**src/hw/rtl/spline_arc_length_search_top_defines.svh**
```systemverilog
// assertion macros used by the top-level rtl
`ifndef SPLINE_ARC_LENGTH_SEARCH_TOP_DEFINES_SVH
`define SPLINE_ARC_LENGTH_SEARCH_TOP_DEFINES_SVH

// same-cycle implication
`define SALS_ASSERT_NOW(lbl, ante, cons, msg) \
    lbl: assert property (@(posedge clk) disable iff (!rst_n) (ante) |-> (cons)) \
        else $error(msg);

// next-cycle implication
`define SALS_ASSERT_NEXT(lbl, ante, cons, msg) \
    lbl: assert property (@(posedge clk) disable iff (!rst_n) (ante) |=> (cons)) \
        else $error(msg);

`endif

```
**src/hw/rtl/sals_pkg.sv**
```systemverilog
`default_nettype none
package sals_pkg;

    localparam int MAX_SLICES = 4096;
    localparam int N_W = $clog2(MAX_SLICES + 1);

    localparam logic [63:0] DCAP = 64'h0080_0000_0000_0000;
    localparam logic [63:0] HCAP = 64'h0000_0080_0000_0000;
    localparam logic [63:0] LCAP = 64'h4000_0000_0000_0000;
    localparam logic [63:0] LHCAP = 64'h0000_4000_0000_0000;
    localparam logic [30:0] SCAP = 31'h7fff_ffff;
    localparam logic [30:0] ONE_Q30 = 31'h4000_0000;

    localparam logic [2:0] REG_COEF_A = 3'd0;
    localparam logic [2:0] REG_COEF_B = 3'd1;
    localparam logic [2:0] REG_COEF_C = 3'd2;
    localparam logic [2:0] REG_COEF_D = 3'd3;
    localparam logic [2:0] REG_COEF_E = 3'd4;
    localparam logic [2:0] REG_KNOT = 3'd5;
    localparam logic [2:0] REG_SLICES = 3'd6;

    localparam logic [4:0] OP_NONE = 5'd0;
    localparam logic [4:0] OP_START = 5'd1;
    localparam logic [4:0] OP_INC0 = 5'd2;
    localparam logic [4:0] OP_XMUL = 5'd3;
    localparam logic [4:0] OP_XSET = 5'd4;
    localparam logic [4:0] OP_HHI = 5'd5;
    localparam logic [4:0] OP_HLO = 5'd6;
    localparam logic [4:0] OP_HADD = 5'd7;
    localparam logic [4:0] OP_SQ = 5'd8;
    localparam logic [4:0] OP_SQRT = 5'd9;
    localparam logic [4:0] OP_ACC = 5'd10;
    localparam logic [4:0] OP_LHI = 5'd11;
    localparam logic [4:0] OP_LLO = 5'd12;
    localparam logic [4:0] OP_LDIV = 5'd13;
    localparam logic [4:0] OP_LEN = 5'd14;
    localparam logic [4:0] OP_ADV = 5'd15;
    localparam logic [4:0] OP_UV = 5'd16;
    localparam logic [4:0] OP_VSH = 5'd17;
    localparam logic [4:0] OP_FDIV = 5'd18;
    localparam logic [4:0] OP_PDIV = 5'd19;
    localparam logic [4:0] OP_PSET = 5'd20;
    localparam logic [4:0] OP_NOHIT = 5'd21;
    localparam logic [4:0] OP_OUT = 5'd22;

    typedef struct packed {
        logic [4:0] op;
    } cmd_t;

    typedef struct packed {
        logic div_done;
        logic sqrt_done;
        logic horner_last;
        logic first_sample;
        logic last_sample;
        logic found;
        logic v_big;
    } sts_t;

endpackage
`default_nettype wire

```
**src/hw/rtl/sals_ctrl.sv**
```systemverilog
`default_nettype none
module sals_ctrl (
    input  wire logic           clk,
    input  wire logic           rst_n,
    input  wire logic           target_valid,
    output logic                target_stall,
    output logic                result_valid,
    input  wire logic           result_stall,
    input  wire sals_pkg::sts_t sts,
    output sals_pkg::cmd_t      cmd
);
    import sals_pkg::*;

    localparam logic [4:0] ST_IDLE = 5'd0;
    localparam logic [4:0] ST_W0   = 5'd1;
    localparam logic [4:0] ST_INC0 = 5'd2;
    localparam logic [4:0] ST_XMUL = 5'd3;
    localparam logic [4:0] ST_XSET = 5'd4;
    localparam logic [4:0] ST_HHI  = 5'd5;
    localparam logic [4:0] ST_HLO  = 5'd6;
    localparam logic [4:0] ST_HADD = 5'd7;
    localparam logic [4:0] ST_SQ   = 5'd8;
    localparam logic [4:0] ST_SQRT = 5'd9;
    localparam logic [4:0] ST_WSQ  = 5'd10;
    localparam logic [4:0] ST_ACC  = 5'd11;
    localparam logic [4:0] ST_LHI  = 5'd12;
    localparam logic [4:0] ST_LLO  = 5'd13;
    localparam logic [4:0] ST_LDIV = 5'd14;
    localparam logic [4:0] ST_WLD  = 5'd15;
    localparam logic [4:0] ST_LEN  = 5'd16;
    localparam logic [4:0] ST_ADV  = 5'd17;
    localparam logic [4:0] ST_FIN  = 5'd18;
    localparam logic [4:0] ST_UV   = 5'd19;
    localparam logic [4:0] ST_VSH  = 5'd20;
    localparam logic [4:0] ST_WFD  = 5'd21;
    localparam logic [4:0] ST_PDIV = 5'd22;
    localparam logic [4:0] ST_WPD  = 5'd23;
    localparam logic [4:0] ST_PSET = 5'd24;
    localparam logic [4:0] ST_NOHIT = 5'd25;
    localparam logic [4:0] ST_OUT  = 5'd26;

    logic [4:0] state_reg, state_next;
    logic       valid_reg, valid_next;
    logic       out_free;

    assign out_free = !valid_reg || !result_stall;

    always_comb
    begin
        state_next = state_reg;
        cmd.op = OP_NONE;
        valid_next = valid_reg && result_stall;
        case (state_reg)
            ST_IDLE:
            begin
                if (target_valid)
                begin
                    cmd.op = OP_START;
                    state_next = ST_W0;
                end
            end
            ST_W0:   if (sts.div_done) state_next = ST_INC0;
            ST_INC0: begin cmd.op = OP_INC0; state_next = ST_XMUL; end
            ST_XMUL: begin cmd.op = OP_XMUL; state_next = ST_XSET; end
            ST_XSET: begin cmd.op = OP_XSET; state_next = ST_HHI; end
            ST_HHI:  begin cmd.op = OP_HHI;  state_next = ST_HLO; end
            ST_HLO:  begin cmd.op = OP_HLO;  state_next = ST_HADD; end
            ST_HADD:
            begin
                cmd.op = OP_HADD;
                state_next = sts.horner_last ? ST_SQ : ST_HHI;
            end
            ST_SQ:   begin cmd.op = OP_SQ;   state_next = ST_SQRT; end
            ST_SQRT: begin cmd.op = OP_SQRT; state_next = ST_WSQ; end
            ST_WSQ:  if (sts.sqrt_done) state_next = ST_ACC;
            ST_ACC:
            begin
                cmd.op = OP_ACC;
                state_next = sts.first_sample ? ST_ADV : ST_LHI;
            end
            ST_LHI:  begin cmd.op = OP_LHI;  state_next = ST_LLO; end
            ST_LLO:  begin cmd.op = OP_LLO;  state_next = ST_LDIV; end
            ST_LDIV: begin cmd.op = OP_LDIV; state_next = ST_WLD; end
            ST_WLD:  if (sts.div_done) state_next = ST_LEN;
            ST_LEN:
            begin
                cmd.op = OP_LEN;
                state_next = sts.last_sample ? ST_FIN : ST_ADV;
            end
            ST_ADV:  begin cmd.op = OP_ADV;  state_next = ST_XMUL; end
            ST_FIN:  state_next = sts.found ? ST_UV : ST_NOHIT;
            ST_UV:   begin cmd.op = OP_UV;   state_next = ST_VSH; end
            ST_VSH:
            begin
                if (sts.v_big)
                    cmd.op = OP_VSH;
                else
                begin
                    cmd.op = OP_FDIV;
                    state_next = ST_WFD;
                end
            end
            ST_WFD:  if (sts.div_done) state_next = ST_PDIV;
            ST_PDIV: begin cmd.op = OP_PDIV; state_next = ST_WPD; end
            ST_WPD:  if (sts.div_done) state_next = ST_PSET;
            ST_PSET: begin cmd.op = OP_PSET; state_next = ST_OUT; end
            ST_NOHIT: begin cmd.op = OP_NOHIT; state_next = ST_OUT; end
            ST_OUT:
            begin
                if (out_free)
                begin
                    cmd.op = OP_OUT;
                    valid_next = 1'b1;
                    state_next = ST_IDLE;
                end
            end
            default: state_next = ST_IDLE;
        endcase
    end

    always_ff @(posedge clk or negedge rst_n)
    begin
        if (!rst_n)
        begin
            state_reg <= ST_IDLE;
            valid_reg <= 1'b0;
        end
        else
        begin
            state_reg <= state_next;
            valid_reg <= valid_next;
        end
    end

    assign target_stall = (state_reg != ST_IDLE);
    assign result_valid = valid_reg;
endmodule
`default_nettype wire

```
**config.mk**
```make
export PLATFORM = sky130hd
export DESIGN_NAME = sals_ctrl
export DESIGN_NICKNAME = d
export VERILOG_FILES = /design/src/hw/rtl/spline_arc_length_search_top_defines.svh /design/src/hw/rtl/sals_pkg.sv /design/src/hw/rtl/sals_ctrl.sv
export SDC_FILE = /design/constraint.sdc
export NUM_CORES = 1
export LEC_CHECK = 0
export BUFFER_PORTS_ARGS = -buffer_cell sky130_fd_sc_hd__buf_2
export CORE_MARGIN = 5
export CORE_UTILIZATION = 50
export DETAILED_ROUTE_END_ITERATION = 12
export PLACE_DENSITY_LB_ADDON = 0.3
export SYNTH_ARGS = -nofsm -noshare
export SYNTH_HDL_FRONTEND = slang
export SYNTH_SLANG_ARGS = --single-unit
```
**constraint.sdc**
```tcl
create_clock -name clk -period 4.9 [get_ports clk]
set_clock_uncertainty 0.05 [all_clocks]
set_input_delay 0.49 -clock clk [delete_from_list [all_inputs] [get_ports clk]]
set_output_delay 0.49 -clock clk [all_outputs]
set_load 0.02 [all_outputs]
```
Yosys cells after proc, flatten, opt, wreduce, memory -nomap -nowiden. Index checks and enable logic that the tools add are counted.

Eq/ne operators: 34. Muxes and demuxes: 19. Reduce and logical (&&, ||, !) cells: 9.

Operators with widths (count): 5-bit one-hot mux with 25 select lines (1); 5-bit one-hot mux with 21 select lines (1); 5-bit == test, second input constant (11); 5-bit two-way mux (10); 5-bit by 4-bit == test with 1-bit output, second input constant (8); 5-bit by 3-bit == test with 1-bit output, second input constant (4); 2-bit != test, second input constant (8); 5-bit by 2-bit == test with 1-bit output, second input constant (2); 4-bit two-way mux (2); 8-bit AND reduction (1); 5-bit by 1-bit == test with 1-bit output, second input constant (1); 5-bit zero test (1); 5-bit nonzero test (1); 2-bit two-way mux (2); 2-bit OR reduction (2); 1-bit two-way mux (3); 1-bit zero test (2); 1-bit logical AND (1); 1-bit logical OR (1).

Register bits: 6. Bits of input ports: 11. Output and inout bits: 7. Logic and storage cells: 64.

Longest topological paths before layout. Gate-level depths: netlist of the first run.

Word-level depth: 4. Depth in mapped cells: 6. Depth with buffers taken out: 4.

Least setup slack after synthesis of the first run. Ideal clock, no wire load.

Kind: register -> output. Start point: register state_reg[3]. End point: output cmd[2] (netlist bit). Arrival time: 1.598 ns. Data required time: 4.360 ns. Setup slack: 2.762 ns. Cell stages (with the launch flop): 7. Path buffers: 2. Path through: dfrtp_1 -> clkbuf_1 -> buf_2 -> nand2_1 -> nor2_1 -> a22oi_1 -> o221ai_1.

RTL lines: start, declared (RTL line sals_ctrl.sv:42) `logic [4:0] state_reg, state_next;`; start signal, assigned (RTL line sals_ctrl.sv:130) `state_reg <= state_next;`; end, declared (RTL line sals_ctrl.sv:10) `output sals_pkg::cmd_t cmd`.

==> results_dict.tcl, run 1 <==
set metrics [dict create \
    vias 967 \
    critPathTopFamily "flip-flops" \
    dr.pass1.iters 4 \
    met2_usage_pct 27.48 \
    layout.nets 143 \
    crit_type "reg -> out" \
    ir_worst_vdd_mv 0.3429 \
    maxCapViolCount 0 \
    maxSlewViolCount 0 \
    ys_types 49 \
    syn-num-nets 132 \
    die_area_um2 2760 \
    synth_top_area_cell "dfrtp_1" \
    synth_top_area_share_pct 16.60 \
    die_y_um 52.54 \
    grt_pass1_wl_um 3657 \
    busiest_layer "met2" \
    crit_slowest_cell "dfrtp_1" \
    cts.sinks 6 \
    avgSynthCellArea_um2 7.476 \
    portBuffers 17 \
    outcome "completed" \
    finalSetupViolCount 0 \
    r2r_end "state_reg[0]" \
    postCtsSetupBuffers 0 \
    final_core_util_pct 57.83 \
    gr-total-overflow 0 \
    start_util_pct 52.39 \
    layout_min_cycle_time_ps 2728 \
    clockBufferDepth 2 \
    drtIter0Drc 32 \
    grt_max_degree 35 \
    hold_end "result_valid" \
    hold_viol_final 0 \
    required_ps 4360 \
    rr_worst_depth 4 \
    min_from "result_stall" \
    netlist_instances 121 \
    place.gp.congestion 0.8445 \
    root_buffer "clkbuf_4" \
    worst_setup_path_end_kind "output pin" \
    hold-path-cell-count 3 \
    ys_seq_area_share_pct 16.60 \
    arrival_ps 2190 \
    wl_per_cell_um 14.48 \
    drc 0 \
    viasPerCell 6.239 \
    ys_async_sr_fraction_pct 100.0 \
    ant_nets 0 \
    cts-resized-gates 0 \
    clkTransAtPathRegs_ps 50 \
    final_layout_size_suffix_gt1_share_pct 20.77 \
    dp.cells 151 \
    cp_cell_sequence "nor2_1, a2bb2o_1, a221oi_1, o21ai_1, buf_2" \
    largest_register_ff_count 5 \
    wl_um 2245 \
    fp-row-count 15 \
    rsz0062_at_grt "no" \
    total_leakage_power_nw 0.3809 \
    fin_setup_tns_ps 0 \
    clock_latency_ps 250 \
    fin_cells 155 \
    cts_tree "built" \
    timing.rr.start "state_reg[4]" \
    r2r_slack_ps 2660 \
    min_period_over_period_pct 55.68 \
    grtUsageTotal_pct 17.84 \
    p_per_area_nw_per_um2 697.3 \
    core_um2 1727 \
    start_kind "flip-flop" \
    area_growth_pct 10.37 \
    ys.warnings.count 0 \
    cts_made_buffers 3 \
    max_freq_mhz 366.5 \
    globalRouteMet3Util_pct 4.274 \
    ys_seq_elements 6 \
    critPathBufInv 1 \
    die_w_um 52.54 \
    grt_pass1_vias 805 \
    grt_use_met1_pct 23.41 \
    cp_slowest_stage_delay_ps 930 \
    postCtsHoldBufs 1 \
    crit_fanout 30 \
    slew_headroom_pct 38.91 \
    netlist_area_um2 904.6 \
    worst_slew_pin_slew_ps 916.4 \
    yosys_most_used_dff "dfrtp_1" \
    htree_levels 1 \
    diodes 0 \
    hpwl_um 1559 \
    min_path_type "in -> reg" \
    antenna_found_initial 0 \
    synth_area_leaders "dfrtp_1 17%, a2111oi_4 6.1%, o21ai_0 5.0%, a21oi_1 4.4%, buf_2 4.4%" \
    synth_edf_count 0 \
    io-pin-count 18 \
]
[cell type report]
class	instances	area (um^2)
sequential	6	150.1
clock buffer	3	22.52
fill	181	728.2
inverter	6	22.52
multi-input combinational	97	676.9
tap	25	31.28
timing repair buffer	18	95.09
[synth_stat cells (all sizes together) (3+ instances only)]
cell type,n
nor2b,5
nand2,6
a2111oi,3
buf,8
dfrtp,6
a2bb2oi,3
nor2,10
nand2b,6
nand3,4
clkbuf,4
nor3b,4
inv,6
o21ai,11
a21oi,8
[tightest hold or removal path: cells and delay by family]
family	cells	cell delay [ps]
AO/OA/AOI/OAI	1	110
AND/OR/NAND/NOR	1	100
buffers and inverters	1	80
[report_power, final]
part           total, mW  switching (mW)  leakage (nW)  internal (mW)
Combinational      0.443           0.231         0.293          0.212
Clock             0.0452          0.0175        0.0138         0.0277
Sequential         0.208           0.139        0.0741         0.0683
[cells in the final DEF, fill, tap and decap left out, types with 2 or more instances in the layout]
cell type	instances
o21ai_1	2
o31ai_1	2
inv_2	2
o32ai_1	2
a21oi_1	8
a2111oi_4	2
nor2b_1	5
o21ai_0	9
buf_2	17
inv_1	4
a21o_1	2
nor3b_1	4
clkbuf_4	3
a2bb2oi_1	3
nor2_1	10
dfrtp_1	6
or3_1	2
nor4_1	2
nand2_1	6
nand2b_1	6
nand3_1	4
[cells by family after synthesis]
| logic type | after synthesis | share of synthesized area (%) |
|---|---|---|
| AO/OA/AOI/OAI | 45 | 40.39 |
| XOR/XNOR | 1 | 0.9684 |
| buffers and inverters | 18 | 8.575 |
| flip-flops | 6 | 16.60 |
| multiplexers | 1 | 1.107 |
| AND/OR/NAND/NOR | 50 | 32.37 |
[per-stage QoR]
stage | cell area [um^2] | setup slack [ps] | hold slack, ps | total power [mW]
5_1_grt | 998.5 | 1978 | 535.2 | 0.7611
2_1_floorplan | 904.6 | 2762 | 144.4 | 0.5552
4_1_cts | 998.5 | 2169 | 515.4 | 0.6951
3_5_place_dp | 965.9 | 2419 | 263.9 | 0.6461
3_3_place_gp | 965.9 | 2494 | 264.7 | 0.6370
6_report | 998.5 | 2172 | 529.7 | 0.6962
[how the worst max path moves through the flow]
stage / start / endpoint / slack [ps] / depth (start not counted)
floorplan: state_reg[3] / cmd[2] / 2760 / 6
global placement: state_reg[2] / cmd[0] / 2490 / 5
detailed placement: state_reg[2] / cmd[0] / 2420 / 5
CTS: state_reg[2] / cmd[0] / 2170 / 5
global route: state_reg[4] / cmd[2] / 1980 / 5
finish: state_reg[2] / cmd[0] / 2170 / 5
[per-layer routing]
layer / up-vias / routed length, um
li1: 480 / -
met1: 458 / 991
met2: 27 / 1125
met3: 2 / 109
met4: 0 / 19
met5: - / 0
(Power assumes the default switching activity.)
==> run 2: changes to the inputs <==
--- a/config.mk
+++ b/config.mk
@@ -7,7 +7,7 @@
 export LEC_CHECK = 0
 export BUFFER_PORTS_ARGS = -buffer_cell sky130_fd_sc_hd__buf_2
 export CORE_MARGIN = 5
-export CORE_UTILIZATION = 50
+export CORE_UTILIZATION = 49
 export DETAILED_ROUTE_END_ITERATION = 12
 export PLACE_DENSITY_LB_ADDON = 0.3
 export SYNTH_ARGS = -nofsm -noshare
==> constraint.sdc (replaced) <==
create_clock -name clk -period 2.4 [get_ports clk]
set_clock_uncertainty 0.05 [all_clocks]
set_input_delay 0.24 -clock clk [delete_from_list [all_inputs] [get_ports clk]]
set_output_delay 0.24 -clock clk [all_outputs]
set_load 0.02 [all_outputs]
==> run 2 against run 1 <==
Die area is 1.6% higher; wire length increased by 14%; core utilization increased by 1.5 points; final cell count rose by 3.2%; global-route usage is 2.5 points higher; setup slack got worse by 2000 ps; combinational power grew to 2.6 times the previous value; sequential share of layout area shrank 0.54 points; final area increased by 3.8%; first-iteration DRC count grew 72%; count of clock-buffer cells in the layout stayed put; largest cell class unchanged.
==> results_dict.tcl, run 2 (synthesized netlist as in run 1, its figures left out) <==
set metrics [dict create \
    io-pin-count 18 \
    wl_per_cell_um 15.98 \
    start_kind "flip-flop" \
    portBuffers 17 \
    min_period_over_period_pct 94.73 \
    min_path_type "in -> reg" \
    num-fill-cells 175 \
    clkTransAtPathRegs_ps 50 \
    dp.cells 156 \
    fp-row-count 15 \
    required_ps 2110 \
    rr_worst_depth 5 \
    ir_worst_vdd_mv 0.5319 \
    core_um2 1745 \
    fin_setup_tns_ps 0 \
    final_layout_size_suffix_gt1_share_pct 23.70 \
    layout_min_cycle_time_ps 2274 \
    grt_pass1_vias 937 \
    grt_pass1_wl_um 4243 \
    diodes 0 \
    cts-resized-gates 0 \
    maxCapViolCount 0 \
    maxSlewViolCount 0 \
    finalSetupViolCount 0 \
    hpwl_um 1924 \
    multiInputGateArea_um2 676.9 \
    hold-worst-slack_ps 263.4 \
    timing.rr.start "state_reg[2]" \
    die_w_um 52.97 \
    crit_fanout 20 \
    dr.pass1.iters 4 \
    outcome "completed" \
    final_cell_mix "17 x buf_2, 10 x nor2_1, 9 x o21ai_0, 8 x a21oi_1" \
    r2r_end "state_reg[0]" \
    p_per_area_nw_per_um2 1462 \
    ff_latch_area_um2 150.1 \
    worst_setup_path_end_kind "output pin" \
    gr-total-overflow 0 \
    htree_levels 1 \
    crit_type "reg -> out" \
    drc 0 \
    start_util_pct 51.83 \
    vias 1039 \
    total_leakage_power_nw 0.4054 \
    final_common_cell "buf_2" \
    cts_tree "built" \
    ant_nets 0 \
    grt_max_degree 21 \
    dp_slack_ps 350.9 \
    worst_slew_pin_slew_ps 578.7 \
    area_growth_pct 14.52 \
    startpoint "state_reg[4]" \
    die_area_um2 2805 \
    clock_latency_ps 250 \
    max_freq_mhz 439.8 \
    largest_register_ff_count 5 \
    grtUsageTotal_pct 20.34 \
    clockBufferDepth 2 \
    antenna_found_initial 0 \
    r2r_slack_ps 300 \
    crit_path_end "cmd[1]" \
    hold_viol_final 0 \
    root_buffer "clkbuf_4" \
    busiest_layer "met2" \
    slew_headroom_pct 61.42 \
    cts.sinks 6 \
    fin_cells 160 \
    globalRouteMet3Util_pct 3.662 \
    place.gp.congestion 0.8341 \
    die_y_um 52.97 \
    cts_made_buffers 3 \
    viasPerCell 6.494 \
    met2_usage_pct 31.82 \
    layout.nets 148 \
    timing.final.ws_setup_ps 126.4 \
    arrival_ps 1980 \
    final_core_util_pct 59.35 \
    rsz0062_at_grt "no" \
    wl_um 2556 \
    grt_use_met1_pct 26.27 \
    drtIter0Drc 55 \
]
[run 2: changes by cell type in the layout (fill, tap and decap cells not counted), sizes merged]
| cell | previous run | this run |
|---|---|---|
| buf | 17 | 22 |
[run 2: metal layers]
layer  wire [um]  share of wire, %  up-vias
li1            -                 -      488
met1        1038                41      478
met2        1220                48       61
met3         196               7.7       12
met4         101               4.0        0
met5           0                 0        -
[run 2: how the worst min path moves through the flow]
stage              endpoint          from  cells past startpoint  slack [ps]
5_1_grt        result_valid  result_stall                      3         290
4_1_cts        result_valid  result_stall                      3         260
2_1_floorplan  result_valid         rst_n                      0        -110
6_report       result_valid  result_stall                      3         260
3_5_place_dp   result_valid         rst_n                      1          20
3_3_place_gp   result_valid         rst_n                      1          20
[run 2: what timing repair did]
item / CTS / global route
hold buffers: 1 / 0
hold endpoints to repair: 6 / 0
setup buffers: 0 / 0
[run 2: per-stage QoR]
step / power (mW) / area [um^2]
CTS: 1.501 / 1036
global placement: 1.366 / 1003
floorplan: 1.133 / 904.6
global route: 1.643 / 1036
finish: 1.514 / 1036
detailed placement: 1.399 / 1003
[run 2: report_power, final]
group / internal [mW] / switching (mW)
logic: 0.476 / 0.658
clock network: 0.0568 / 0.0403
registers: 0.143 / 0.139
total: 0.676 / 0.838
[run 2: layout make-up]
class                   count  area share (%)
multi-input cells          97           65.34
flip-flops and latches      6           14.49
repair buffers             23           12.80
well taps                  25           3.019
clock buffers               3           2.174
inverters                   6           2.174
[run 2: worst max-delay path, stage by stage, from the launching register on]
cell	delay, ps
dfrtp_1	710
buf_4	300
a21oi_1	100
a31o_1	190
a211o_1	280
buf_2	160
